<file path="src/ctst_pkg.sv">
package ctst_pkg;

    // Field widths of the item ports
    localparam int OPCODE_W = 2;
    localparam int TAG_W    = 8;
    localparam int DATA_W   = 32;
    localparam int SLOT_W   = 6;
    localparam int KIND_W   = 3;
    localparam int STATUS_W = 2;
    localparam int COUNT_W  = 7;
    localparam int PEND_W   = 8;

    localparam logic [PEND_W-1:0] PEND_MAX = '1;

    // Parameter defaults
    localparam int MAX_TASKS_DEF = 16;
    localparam int TICK_MS_DEF   = 10;

    typedef enum logic [OPCODE_W-1:0] {
        OP_ADD      = 2'd0,
        OP_DELETE   = 2'd1,
        OP_TICK     = 2'd2,
        OP_DISPATCH = 2'd3
    } op_t;

    typedef enum logic [KIND_W-1:0] {
        KIND_ADD_ACK  = 3'd0,
        KIND_DEL_ACK  = 3'd1,
        KIND_TICK_ACK = 3'd2,
        KIND_RUN      = 3'd3,
        KIND_NONE     = 3'd4
    } kind_t;

    typedef enum logic [STATUS_W-1:0] {
        STAT_OK      = 2'd0,
        STAT_FULL    = 2'd1,
        STAT_NO_SLOT = 2'd2
    } status_t;

    typedef enum logic [2:0] {
        S_IDLE,
        S_DIV_DELAY,
        S_DIV_PERIOD,
        S_PASS,
        S_FINISH
    } state_t;

    // One table entry as stored in the RAM
    typedef struct packed {
        logic [TAG_W-1:0]  tag;
        logic [DATA_W-1:0] countdown;
        logic [DATA_W-1:0] period;
        logic [PEND_W-1:0] pending;
    } entry_t;

    // One result item, without the last flag
    typedef struct packed {
        kind_t              kind;
        status_t            status;
        logic [SLOT_W-1:0]  slot;
        logic [TAG_W-1:0]   tag;
        logic [COUNT_W-1:0] count;
    } res_t;

endpackage

</file>
<file path="src/ctst_ram.sv">
module ctst_ram #(
    parameter int WIDTH = 8,
    parameter int DEPTH = 16
) (
    input  logic                                       clk,
    input  logic                                       we,
    input  logic [((DEPTH > 1) ? $clog2(DEPTH) : 1)-1:0] waddr,
    input  logic [WIDTH-1:0]                           wdata,
    input  logic                                       re,
    input  logic [((DEPTH > 1) ? $clog2(DEPTH) : 1)-1:0] raddr,
    output logic [WIDTH-1:0]                           rdata
);

    logic [WIDTH-1:0] mem_reg [DEPTH];
    logic [WIDTH-1:0] rdata_reg;

    // Write port
    always_ff @(posedge clk)
    begin
        if (we)
        begin
            mem_reg[waddr] <= wdata;
        end
    end

    // Registered read, holds while re is low
    always_ff @(posedge clk)
    begin
        if (re)
        begin
            rdata_reg <= mem_reg[raddr];
        end
    end

    assign rdata = rdata_reg;

endmodule

</file>
<file path="src/ctst_div.sv">
module ctst_div #(
    parameter int TICK_MS = ctst_pkg::TICK_MS_DEF
) (
    input  logic                        clk,
    input  logic                        rst_n,
    input  logic                        start,
    input  logic [ctst_pkg::DATA_W-1:0] dividend,
    output logic                        done,
    output logic [ctst_pkg::DATA_W-1:0] quotient
);

    localparam int DW = ctst_pkg::DATA_W;
    localparam int SH = $clog2(TICK_MS);
    localparam int MW = DW + 1;
    localparam int PW = DW + MW;

    // Rounded-up reciprocal of the tick length; with the extra SH bits of
    // shift the product gives the exact quotient for every 32-bit dividend
    localparam logic [63:0] RECIP_WIDE =
        ((64'd1 << (DW + SH)) + 64'(TICK_MS) - 64'd1) / 64'(TICK_MS);
    localparam logic [MW-1:0] RECIP = MW'(RECIP_WIDE);

    logic          done_reg, done_next;
    logic [DW-1:0] q_reg, q_next;
    logic [PW-1:0] prod;

    // One multiply by the reciprocal, quotient ready the cycle after start
    always_comb
    begin
        prod      = PW'(dividend) * PW'(RECIP);
        done_next = start;
        q_next    = start ? DW'(prod >> (DW + SH)) : q_reg;
    end

    always_ff @(posedge clk or negedge rst_n)
    begin
        if (!rst_n)
        begin
            done_reg <= 1'b0;
        end
        else
        begin
            done_reg <= done_next;
        end
    end

    always_ff @(posedge clk)
    begin
        q_reg <= q_next;
    end

    assign done     = done_reg;
    assign quotient = q_reg;

endmodule

</file>
<file path="src/cooperative_task_scheduler_table.sv">
// Cooperative time-triggered task scheduler table.
// Input channel (in_valid/in_ready) takes one command: add, delete slot, tick
// or dispatch. Output channel (out_valid/out_ready) returns the result items;
// the final item of a command carries last = 1.
// in_ready is high only while the sequencer is idle; one command at a time.
// in_ready returns in the same cycle that out_valid of the final result rises.
// Add: two passes through the reciprocal multiplier, delay then period;
// a full table skips the divider and answers full.
// Tick and dispatch walk all N stored tasks through the table RAM, one entry
// per cycle while a dispatch walk does not pause. Delete walks the entries
// above the removed slot; a slot out of range is answered without a walk.
// Dispatch holds each run result back by one so that the last one can be
// marked; a pass with nothing pending answers "nothing ready".
// A result waits in the output register while the receiver stalls; the
// next command is still taken meanwhile. A dispatch walk pauses when a new
// run result finds both the held result and the output register occupied,
// and the final result of any command waits for a free output register.
// Reset empties the table at once (task count zero); the entries are not
// cleared, as only slots below the count are ever read.
module cooperative_task_scheduler_table #(
    parameter int MAX_TASKS = ctst_pkg::MAX_TASKS_DEF,
    parameter int TICK_MS   = ctst_pkg::TICK_MS_DEF
) (
    input  logic                          clk,
    input  logic                          rst_n,
    input  logic                          in_valid,
    output logic                          in_ready,
    input  logic [ctst_pkg::OPCODE_W-1:0] opcode,
    input  logic [ctst_pkg::TAG_W-1:0]    task_tag,
    input  logic [ctst_pkg::DATA_W-1:0]   delay_ms,
    input  logic [ctst_pkg::DATA_W-1:0]   period_ms,
    input  logic [ctst_pkg::SLOT_W-1:0]   slot_in,
    output logic                          out_valid,
    input  logic                          out_ready,
    output logic [ctst_pkg::KIND_W-1:0]   result_kind,
    output logic [ctst_pkg::STATUS_W-1:0] status,
    output logic [ctst_pkg::SLOT_W-1:0]   slot_out,
    output logic [ctst_pkg::TAG_W-1:0]    run_tag,
    output logic [ctst_pkg::COUNT_W-1:0]  task_count,
    output logic                          last
);

    localparam int IDX_W   = (MAX_TASKS > 1) ? $clog2(MAX_TASKS) : 1;
    localparam int CNT_W   = $clog2(MAX_TASKS + 1);
    localparam int ENTRY_W = $bits(ctst_pkg::entry_t);
    localparam int SW      = ctst_pkg::SLOT_W;
    localparam int CW      = ctst_pkg::COUNT_W;
    localparam int DW      = ctst_pkg::DATA_W;

    // Control state
    ctst_pkg::state_t   state_reg, state_next;
    logic [CNT_W-1:0]   cnt_reg, cnt_next;
    logic [CNT_W-1:0]   rd_ptr_reg, rd_ptr_next;
    logic [CNT_W-1:0]   wr_ptr_reg, wr_ptr_next;
    logic [CNT_W-1:0]   end_reg, end_next;
    logic               dv_reg, dv_next;
    logic               hold_valid_reg, hold_valid_next;
    logic               out_valid_reg, out_valid_next;

    // Payload
    ctst_pkg::op_t      op_reg, op_next;
    logic [ctst_pkg::TAG_W-1:0] tag_reg, tag_next;
    logic [DW-1:0]      period_reg, period_next;
    logic [SW-1:0]      slot_reg, slot_next;
    ctst_pkg::status_t  status_reg, status_next;
    logic [DW-1:0]      dq_reg, dq_next;
    ctst_pkg::res_t     hold_reg, hold_next;
    ctst_pkg::res_t     out_reg, out_next;
    logic               out_last_reg, out_last_next;

    // RAM and divider hookup
    logic               ram_we;
    logic [IDX_W-1:0]   ram_waddr;
    ctst_pkg::entry_t   ram_wdata;
    logic               ram_re;
    logic [IDX_W-1:0]   ram_raddr;
    logic [ENTRY_W-1:0] ram_rdata;
    ctst_pkg::entry_t   rd_entry;
    logic               div_start;
    logic [DW-1:0]      div_dividend;
    logic               div_done;
    logic [DW-1:0]      div_quotient;

    // Walk helpers
    ctst_pkg::entry_t   entry_mod;
    ctst_pkg::res_t     res_new;
    logic               emit_req;
    logic               stall;
    logic               issue;
    logic               out_free;
    logic [CNT_W-1:0]   cnt_dec;

    assign rd_entry = ctst_pkg::entry_t'(ram_rdata);
    assign out_free = !out_valid_reg || out_ready;
    assign cnt_dec  = cnt_reg - CNT_W'(1);
    assign in_ready = (state_reg == ctst_pkg::S_IDLE);

    ctst_ram #(
        .WIDTH (ENTRY_W),
        .DEPTH (MAX_TASKS)
    ) u_table (
        .clk   (clk),
        .we    (ram_we),
        .waddr (ram_waddr),
        .wdata (ram_wdata),
        .re    (ram_re),
        .raddr (ram_raddr),
        .rdata (ram_rdata)
    );

    ctst_div #(
        .TICK_MS (TICK_MS)
    ) u_div (
        .clk      (clk),
        .rst_n    (rst_n),
        .start    (div_start),
        .dividend (div_dividend),
        .done     (div_done),
        .quotient (div_quotient)
    );

    // Per-entry update of the walk
    always_comb
    begin
        entry_mod = rd_entry;
        emit_req  = 1'b0;
        case (op_reg)
            ctst_pkg::OP_TICK:
            begin
                if (rd_entry.countdown != '0)
                begin
                    entry_mod.countdown = rd_entry.countdown - DW'(1);
                end
                else
                begin
                    entry_mod.countdown = rd_entry.period;
                    if (rd_entry.pending != ctst_pkg::PEND_MAX)
                    begin
                        entry_mod.pending = rd_entry.pending + ctst_pkg::PEND_W'(1);
                    end
                end
            end
            ctst_pkg::OP_DISPATCH:
            begin
                if (dv_reg && (rd_entry.pending != '0))
                begin
                    emit_req          = 1'b1;
                    entry_mod.pending = rd_entry.pending - ctst_pkg::PEND_W'(1);
                end
            end
            default:
            begin
                entry_mod = rd_entry;
            end
        endcase
        stall = emit_req && hold_valid_reg && !out_free;
        issue = !stall && (rd_ptr_reg < end_reg);
    end

    // Sequencer: next state and datapath control
    always_comb
    begin
        state_next      = state_reg;
        cnt_next        = cnt_reg;
        rd_ptr_next     = rd_ptr_reg;
        wr_ptr_next     = wr_ptr_reg;
        end_next        = end_reg;
        dv_next         = dv_reg;
        hold_valid_next = hold_valid_reg;
        op_next         = op_reg;
        tag_next        = tag_reg;
        period_next     = period_reg;
        slot_next       = slot_reg;
        status_next     = status_reg;
        dq_next         = dq_reg;
        hold_next       = hold_reg;
        out_valid_next  = out_valid_reg && !out_ready;
        out_next        = out_reg;
        out_last_next   = out_last_reg;
        ram_we          = 1'b0;
        ram_waddr       = wr_ptr_reg[IDX_W-1:0];
        ram_wdata       = entry_mod;
        ram_re          = 1'b0;
        ram_raddr       = rd_ptr_reg[IDX_W-1:0];
        div_start       = 1'b0;
        div_dividend    = delay_ms;
        res_new.kind    = ctst_pkg::KIND_RUN;
        res_new.status  = ctst_pkg::STAT_OK;
        res_new.slot    = SW'(wr_ptr_reg);
        res_new.tag     = rd_entry.tag;
        res_new.count   = CW'(cnt_reg);

        case (state_reg)
            ctst_pkg::S_IDLE:
            begin
                if (in_valid)
                begin
                    op_next     = ctst_pkg::op_t'(opcode);
                    tag_next    = task_tag;
                    period_next = period_ms;
                    slot_next   = slot_in;
                    status_next = ctst_pkg::STAT_OK;
                    rd_ptr_next = '0;
                    wr_ptr_next = '0;
                    end_next    = cnt_reg;
                    dv_next     = 1'b0;
                    case (ctst_pkg::op_t'(opcode))
                        ctst_pkg::OP_ADD:
                        begin
                            if (cnt_reg < CNT_W'(MAX_TASKS))
                            begin
                                div_start  = 1'b1;
                                state_next = ctst_pkg::S_DIV_DELAY;
                            end
                            else
                            begin
                                status_next = ctst_pkg::STAT_FULL;
                                state_next  = ctst_pkg::S_FINISH;
                            end
                        end
                        ctst_pkg::OP_DELETE:
                        begin
                            if (CW'(slot_in) < CW'(cnt_reg))
                            begin
                                rd_ptr_next = CNT_W'(slot_in) + CNT_W'(1);
                                wr_ptr_next = CNT_W'(slot_in);
                                state_next  = ctst_pkg::S_PASS;
                            end
                            else
                            begin
                                status_next = ctst_pkg::STAT_NO_SLOT;
                                state_next  = ctst_pkg::S_FINISH;
                            end
                        end
                        default:
                        begin
                            state_next = ctst_pkg::S_PASS;
                        end
                    endcase
                end
            end

            ctst_pkg::S_DIV_DELAY:
            begin
                if (div_done)
                begin
                    dq_next      = div_quotient;
                    div_start    = 1'b1;
                    div_dividend = period_reg;
                    state_next   = ctst_pkg::S_DIV_PERIOD;
                end
            end

            // Append the new task at the end of the table
            ctst_pkg::S_DIV_PERIOD:
            begin
                if (div_done)
                begin
                    ram_we              = 1'b1;
                    ram_waddr           = cnt_reg[IDX_W-1:0];
                    ram_wdata.tag       = tag_reg;
                    ram_wdata.countdown = dq_reg;
                    ram_wdata.period    = div_quotient;
                    ram_wdata.pending   = '0;
                    cnt_next            = cnt_reg + CNT_W'(1);
                    state_next          = ctst_pkg::S_FINISH;
                end
            end

            // Walk: read one entry ahead, rewrite compacted at wr_ptr
            ctst_pkg::S_PASS:
            begin
                ram_re = issue;
                if (issue)
                begin
                    rd_ptr_next = rd_ptr_reg + CNT_W'(1);
                end
                if (dv_reg && !stall)
                begin
                    if (emit_req)
                    begin
                        if (hold_valid_reg)
                        begin
                            out_valid_next = 1'b1;
                            out_next       = hold_reg;
                            out_last_next  = 1'b0;
                        end
                        hold_valid_next = 1'b1;
                        if (rd_entry.period == '0)
                        begin
                            // one-shot task leaves the table
                            cnt_next      = cnt_dec;
                            res_new.count = CW'(cnt_dec);
                        end
                        else
                        begin
                            ram_we      = 1'b1;
                            wr_ptr_next = wr_ptr_reg + CNT_W'(1);
                        end
                        hold_next = res_new;
                    end
                    else
                    begin
                        ram_we      = 1'b1;
                        wr_ptr_next = wr_ptr_reg + CNT_W'(1);
                    end
                end
                dv_next = stall ? dv_reg : issue;
                if (!dv_reg && !issue)
                begin
                    state_next = ctst_pkg::S_FINISH;
                end
            end

            // Final result of the command
            ctst_pkg::S_FINISH:
            begin
                if (out_free)
                begin
                    out_valid_next = 1'b1;
                    out_last_next  = 1'b1;
                    out_next.status = status_reg;
                    out_next.slot   = '0;
                    out_next.tag    = '0;
                    out_next.count  = CW'(cnt_reg);
                    case (op_reg)
                        ctst_pkg::OP_ADD:
                        begin
                            out_next.kind = ctst_pkg::KIND_ADD_ACK;
                            if (status_reg == ctst_pkg::STAT_OK)
                            begin
                                out_next.slot = SW'(cnt_dec);
                            end
                        end
                        ctst_pkg::OP_DELETE:
                        begin
                            out_next.kind = ctst_pkg::KIND_DEL_ACK;
                            out_next.slot = slot_reg;
                            if (status_reg == ctst_pkg::STAT_OK)
                            begin
                                cnt_next       = cnt_dec;
                                out_next.count = CW'(cnt_dec);
                            end
                        end
                        ctst_pkg::OP_TICK:
                        begin
                            out_next.kind = ctst_pkg::KIND_TICK_ACK;
                        end
                        default:
                        begin
                            if (hold_valid_reg)
                            begin
                                out_next        = hold_reg;
                                hold_valid_next = 1'b0;
                            end
                            else
                            begin
                                out_next.kind = ctst_pkg::KIND_NONE;
                            end
                        end
                    endcase
                    state_next = ctst_pkg::S_IDLE;
                end
            end

            default:
            begin
                state_next = ctst_pkg::S_IDLE;
            end
        endcase
    end

    always_ff @(posedge clk or negedge rst_n)
    begin
        if (!rst_n)
        begin
            state_reg      <= ctst_pkg::S_IDLE;
            cnt_reg        <= '0;
            rd_ptr_reg     <= '0;
            wr_ptr_reg     <= '0;
            end_reg        <= '0;
            dv_reg         <= 1'b0;
            hold_valid_reg <= 1'b0;
            out_valid_reg  <= 1'b0;
        end
        else
        begin
            state_reg      <= state_next;
            cnt_reg        <= cnt_next;
            rd_ptr_reg     <= rd_ptr_next;
            wr_ptr_reg     <= wr_ptr_next;
            end_reg        <= end_next;
            dv_reg         <= dv_next;
            hold_valid_reg <= hold_valid_next;
            out_valid_reg  <= out_valid_next;
        end
    end

    always_ff @(posedge clk)
    begin
        op_reg       <= op_next;
        tag_reg      <= tag_next;
        period_reg   <= period_next;
        slot_reg     <= slot_next;
        status_reg   <= status_next;
        dq_reg       <= dq_next;
        hold_reg     <= hold_next;
        out_reg      <= out_next;
        out_last_reg <= out_last_next;
    end

    // Output ports
    assign out_valid   = out_valid_reg;
    assign result_kind = out_reg.kind;
    assign status      = out_reg.status;
    assign slot_out    = out_reg.slot;
    assign run_tag     = out_reg.tag;
    assign task_count  = out_reg.count;
    assign last        = out_last_reg;

    // Checks
    a_cnt_bound: assert property (@(posedge clk) disable iff (!rst_n)
        cnt_reg <= CNT_W'(MAX_TASKS))
        else $error("task count above table size");

    a_wr_behind_rd: assert property (@(posedge clk) disable iff (!rst_n)
        (ram_we && (state_reg == ctst_pkg::S_PASS)) |-> (wr_ptr_reg < rd_ptr_reg))
        else $error("walk write overtook read pointer");

    a_hold_dispatch: assert property (@(posedge clk) disable iff (!rst_n)
        hold_valid_reg |-> (op_reg == ctst_pkg::OP_DISPATCH))
        else $error("held result outside dispatch");

    a_div_done_state: assert property (@(posedge clk) disable iff (!rst_n)
        div_done |-> ((state_reg == ctst_pkg::S_DIV_DELAY) ||
                      (state_reg == ctst_pkg::S_DIV_PERIOD)))
        else $error("divider finished outside add");

    a_busy_after_accept: assert property (@(posedge clk) disable iff (!rst_n)
        (in_valid && in_ready) |=> !in_ready)
        else $error("ready right after a transfer");

endmodule

</file>
<file path="config.mk">
export PLATFORM = sky130hd
export DESIGN_NAME = cooperative_task_scheduler_table
export DESIGN_NICKNAME = d
export VERILOG_FILES = /design/src/ctst_pkg.sv /design/src/ctst_ram.sv /design/src/ctst_div.sv /design/src/cooperative_task_scheduler_table.sv
export SDC_FILE = /design/constraint.sdc
export NUM_CORES = 2
export LEC_CHECK = 0
export BUFFER_PORTS_ARGS = -buffer_cell sky130_fd_sc_hd__buf_2
export CAP_MARGIN = 20
export CORE_AREA = 5 5 399 401
export DETAILED_ROUTE_END_ITERATION = 12
export DIE_AREA = 0 0 404 406
export GPL_TIMING_DRIVEN = 0
export PLACE_DENSITY = 0.66
export SYNTH_ARGS = -nofsm -noshare
export SYNTH_HDL_FRONTEND = slang
export SYNTH_SLANG_ARGS = --single-unit
</file>
<file path="constraint.sdc">
create_clock -name clk -period 12.2 [get_ports clk]
set_clock_uncertainty 0.15 [all_clocks]
set_input_delay 1.22 -clock clk [delete_from_list [all_inputs] [get_ports clk]]
set_output_delay 1.22 -clock clk [all_outputs]
set_load 0.01 [all_outputs]
</file>
* After elaboration in Yosys (flattened, before gate mapping)
Memories as Yosys holds them, arrays and structs flattened. A register that Yosys moved wholly into a read port is not among the register bits. Index checks and enable logic that the tools add are counted.
Word-level totals: memory bits (writable) 1280, output and inout bits 29, logic and storage cells 189, memories kept 1, bits in registers 182, input bits 84
Cells by class: reduce and logical (&&, ||, !) cells 36, multiplexer cells 91, magnitude comparators 3, $add $sub $neg 8, multipliers 1, equal/unequal tests 24
Memories:
- u_table.mem_reg | words 16, width 80, rd ports 1, clocked after Yosys merged registers in 1, write ports 1, line ctst_ram.sv:14 | logic [WIDTH-1:0] mem_reg [DEPTH];
Operators with widths (number):
- $mux W80 | 2
- $mux W32 | 4
- $mux W26 | 4
- $mux W5 | 20
- $mul A32 B32 Y64 const B | 1
- $pmux W26 S2 | 1
- $logic_not A32 Y1 | 1
- $mux W8 | 4
- $reduce_bool A32 Y1 | 1
- $sub A32 B1 Y32 const B | 1
- $mux W1 | 27
- $mux W3 | 8
- $ne A2 B2 Y1 const B | 12
- $mux W23 | 1
- $add A5 B1 Y5 const B | 4
- $pmux W5 S2 | 2
- $pmux W6 S3 | 1
- $pmux W8 S2 | 1
- $pmux W3 S5 | 1
- $pmux W5 S3 | 1
- $reduce_and A5 Y1 | 3
- $pmux W7 S2 | 1
- $pmux W1 S2 | 6
- $pmux W3 S3 | 1
- 32 further kinds | 55

* Depth between registers and ports, before layout
depth in word-level cells 12, depth in mapped cells 32, gate-level depth less buffers 28

* By module
Synthesis repeated with hierarchy kept, for this count alone.
Unflattened totals: cell total of the unflattened synthesis 4678, area total of the unflattened synthesis 76602.2 um^2
By module, submodules not included:
- ctst_ram | cells each 2054, area an instance 50223.2 um^2, instances 1, sequential area each 40839.2 um^2
- ctst_div | cells each 1695, area an instance 17519.3 um^2, instances 1, sequential area each 895.9 um^2
- cooperative_task_scheduler_table | cells each 929, area an instance 8859.7 um^2, instances 1, sequential area each 4404.2 um^2

* Worst setup path after synthesis
No wires, ideal clock.
path type register to register, start point reg state_reg[2], end point reg u_div.q_reg[18], in the netlist u_div.quotient[18] (data pin), required time 11790 ps, stages on the path, launching flop included 29, buffers on the path 4, clock period less this slack 9508 ps, data arrival time 9098 ps, path slack 2692 ps, cells stage by stage dfrtp_1 > clkbuf_1 > nor4bb_1 > buf_2 > buf_1 > clkbuf_1 > mux2_2 > ha_1 > inv_1 > fa_1 > inv_1 > fa_1 > fa_1 > fa_1 > fa_1 > fa_1 > inv_1 > fa_1 > inv_1 > ha_1 > and3_1 > nand2_1 > or4_1 > a221oi_1 > a21o_1 > a21oi_1 > o21ai_0 > a21boi_0 > xnor2_1
On the way: cells in the longest elaborated chain, start to end 3
Ends and longest elaborated chain:
- start, declared | line cooperative_task_scheduler_table.sv:51 | ctst_pkg::state_t state_reg, state_next;
- start signal, assigned | line cooperative_task_scheduler_table.sv:377 | state_reg <= ctst_pkg::S_IDLE;
- start signal, assigned | line cooperative_task_scheduler_table.sv:388 | state_reg <= state_next;
- $eq A3 B1 Y1 | line cooperative_task_scheduler_table.sv:193 | case (state_reg)
- $mux W32 | line cooperative_task_scheduler_table.sv:193
- $mul A32 B32 Y64 | line ctst_div.sv:30 | prod = PW'(dividend) * PW'(RECIP);
- via u_div.prod[54] | line ctst_div.sv:25 | logic [PW-1:0] prod;
- end signal, assigned | line ctst_div.sv:49 | q_reg <= q_next;
- end, declared | line ctst_div.sv:24 | logic [DW-1:0] q_reg, q_next;
The timed path passes the listed nets, and every way through them passes these cells. A chain may end at the register's enable or synchronous reset.

* Worst setup path in the final report
start point reg state_reg[2], end point reg u_div.q_reg[24], in the netlist u_div.quotient[24] (data pin)
Same word-level chain as after synthesis.

==> impl_metrics.tcl <==
set metrics [dict create \
    wl_per_cell_um 28.5 \
    syn_avg_cell_area_um2 16.6 \
    arrival_ns 11.94 \
    clock_sinks 1538 \
    worstMarginPinSlew_ns 1.26 \
    gr-usage-all-layers 0.253 \
    drtIter0Drc 5485 \
    yosys.area.top_type_share 0.589 \
    worst_slack_ns 0.621 \
    multi_input_area_um2 28300 \
    grt_pass1_wl_um 299000 \
    antenna_found_initial 4 \
    synth-seq-cells 1538 \
    clock.fmax_ghz 0.0864 \
    io_buffers 110 \
    min_period_over_period 0.949 \
    design_area_um2 87800 \
    crit_family "adder cells" \
    cpPeakStageDelay_ns 0.86 \
    overflow 0 \
    crit_type "reg -> reg" \
    postRouteAntennaNets 0 \
    cts_buffer_depth 3 \
    yosys_warnings 0 \
    cts_buffers 155 \
    cp_max_fo 31 \
    crit_top_cell "fa_1" \
    htree_levels 4 \
    outcome "finished, final reports clean" \
    cts_resized 0 \
    hold_class "reg -> reg" \
    dieArea_um2 164000 \
    synth_cell_types 78 \
    clkLatencyLatePin_ns 0.81 \
    finalHoldViolCount 0 \
    io_pins 113 \
    fp.dieW_um 404 \
    largest_reg_flops 1280 \
    seq_area_um2 46000 \
    route.detailed.vias_per_inst 6.00 \
    syn-cell-area_um2 77000 \
    vias 43300 \
    rrSetupSlack_ns 0.62 \
    fin_crit_ns 11.58 \
    drv_cap 0 \
    cp_num_buf_inv 10 \
    die_height_um 406 \
    grt_max_degree 33 \
    cp-end-kind "register" \
    nets 5877 \
    synth_top_area_cell "edfxtp_1" \
    crit_path_start_kind "register" \
    clk_pin_slew_ns 0.06 \
    setup_viol 0 \
    wl_um 206000 \
    drt-pass1-iter-count 8 \
    ys_seq_area_frac 0.598 \
    synth_cells 4635 \
    netlist_top_cells_area "edfxtp_1 59%, mux4_2 12%, fa_1 10%" \
    postCtsSetupRepairBufs 0 \
    core.rowCount 145 \
    drv_slew 0 \
    core-area_um2 155000 \
    rsz0062_at_grt "false" \
    synth_common_cells "1511 x edfxtp_1, 602 x inv_1, 400 x mux4_2" \
    cpMaxStageDelayCell "nor4bb_1" \
    dp_hpwl_um 147000 \
    cts_tree "yes" \
    layout-drive-gt1-share 0.185 \
    dominantRegCellSynth "edfxtp_1" \
    gp_congestion 0.896 \
    ys_async_sr_fraction 0.0176 \
    utilization 0.565 \
    relSlewSlack 0.159 \
    initial_core_util 0.496 \
    placed_area_um2 82300 \
    nFillCells 11800 \
    grt_pass1_vias 43400 \
    area_growth_pct 13.9 \
    cts_root_buffer "clkbuf_16" \
    drc 0 \
    cts_hold_buf 0 \
    required_ns 12.56 \
    yosysMostFrequentCell "edfxtp_1" \
    num_antenna_cells 0 \
    synth_edf_count 1511 \
    preCtsSetupSlack_ns 0.831 \
]
## layout by cell type (no fill, tap or decap), types with 27 or more instances in the layout
cell       count
buf_8         33
a21oi_1      124
buf_2        122
nor2_1       110
xor2_1        45
fa_1         386
a31oi_1       28
clkbuf_1     141
ha_1         362
mux4_2       400
o21ai_0       98
mux2_2        34
buf_12        55
clkinv_1      43
clkbuf_16    156
inv_1        602
a21o_1        44
nand2_1      265
edfxtp_1    1511
xnor2_1       53
dfrtp_1       27
nor3_1        40
nand3_1       36
## final timing paths
path                            depth (start not counted)                           end                        start
worst max register to register                         28  u_div.quotient[24]$_DFFE_PP_     state_reg[2]$_DFFE_PN0P_
max in group asynchronous                               1     rd_ptr_reg[1]$_DFFE_PN0P_                        rst_n
worst min register to register                          0         hold_reg[9]$_DFFE_PP_  u_table.rdata[74]$_DFFE_PP_
min in group asynchronous                               1     wr_ptr_reg[1]$_DFFE_PN0P_                        rst_n
worst min-delay path                                    0         hold_reg[9]$_DFFE_PP_  u_table.rdata[74]$_DFFE_PP_
worst max-delay path                                   28  u_div.quotient[24]$_DFFE_PP_     state_reg[2]$_DFFE_PN0P_
## cell type report
class,instances,area share
clock buffer,175,0.0454
sequential,1538,0.525
inverter,604,0.0258
tap,2058,0.0293
clock inverter,99,0.0128
timing repair buffer,252,0.0327
buffer,161,0.00721
multi-input combinational,2333,0.322
## per-stage QoR
step           hold slack [ns]  std cells  TNS, ns
4_1_cts                  0.264       7196        0
6_report                 0.296       7220        0
3_5_place_dp             0.285       6922        0
2_1_floorplan            0.276       4636        0
3_3_place_gp             0.279       6804  -156.24
5_1_grt                  0.316       7220        0
## routing by layer
metal / wire (um) / part of all wire / vias up / GRT usage
li1: - / - / 18100 / -
met1: 84300 / 0.41 / 22400 / 0.373
met2: 93700 / 0.46 / 2418 / 0.387
met3: 20900 / 0.10 / 343 / 0.0500
met4: 6730 / 0.033 / 0 / 0.0773
met5: 0 / 0 / - / 0
## cells by family after synthesis
family | synth area share
xor gates and xnor gates | 0.0111
buffers and inverters | 0.0375
muxes | 0.124
AOI/OAI and AO/OA | 0.0325
adders and majority gates | 0.159
and+or+nand+nor | 0.0382
other | 0.0000487
DFF | 0.598
Power is left out: the tool's default activity adds up to more than one toggle a clock period on the data nets, which glitch-free logic cannot reach.
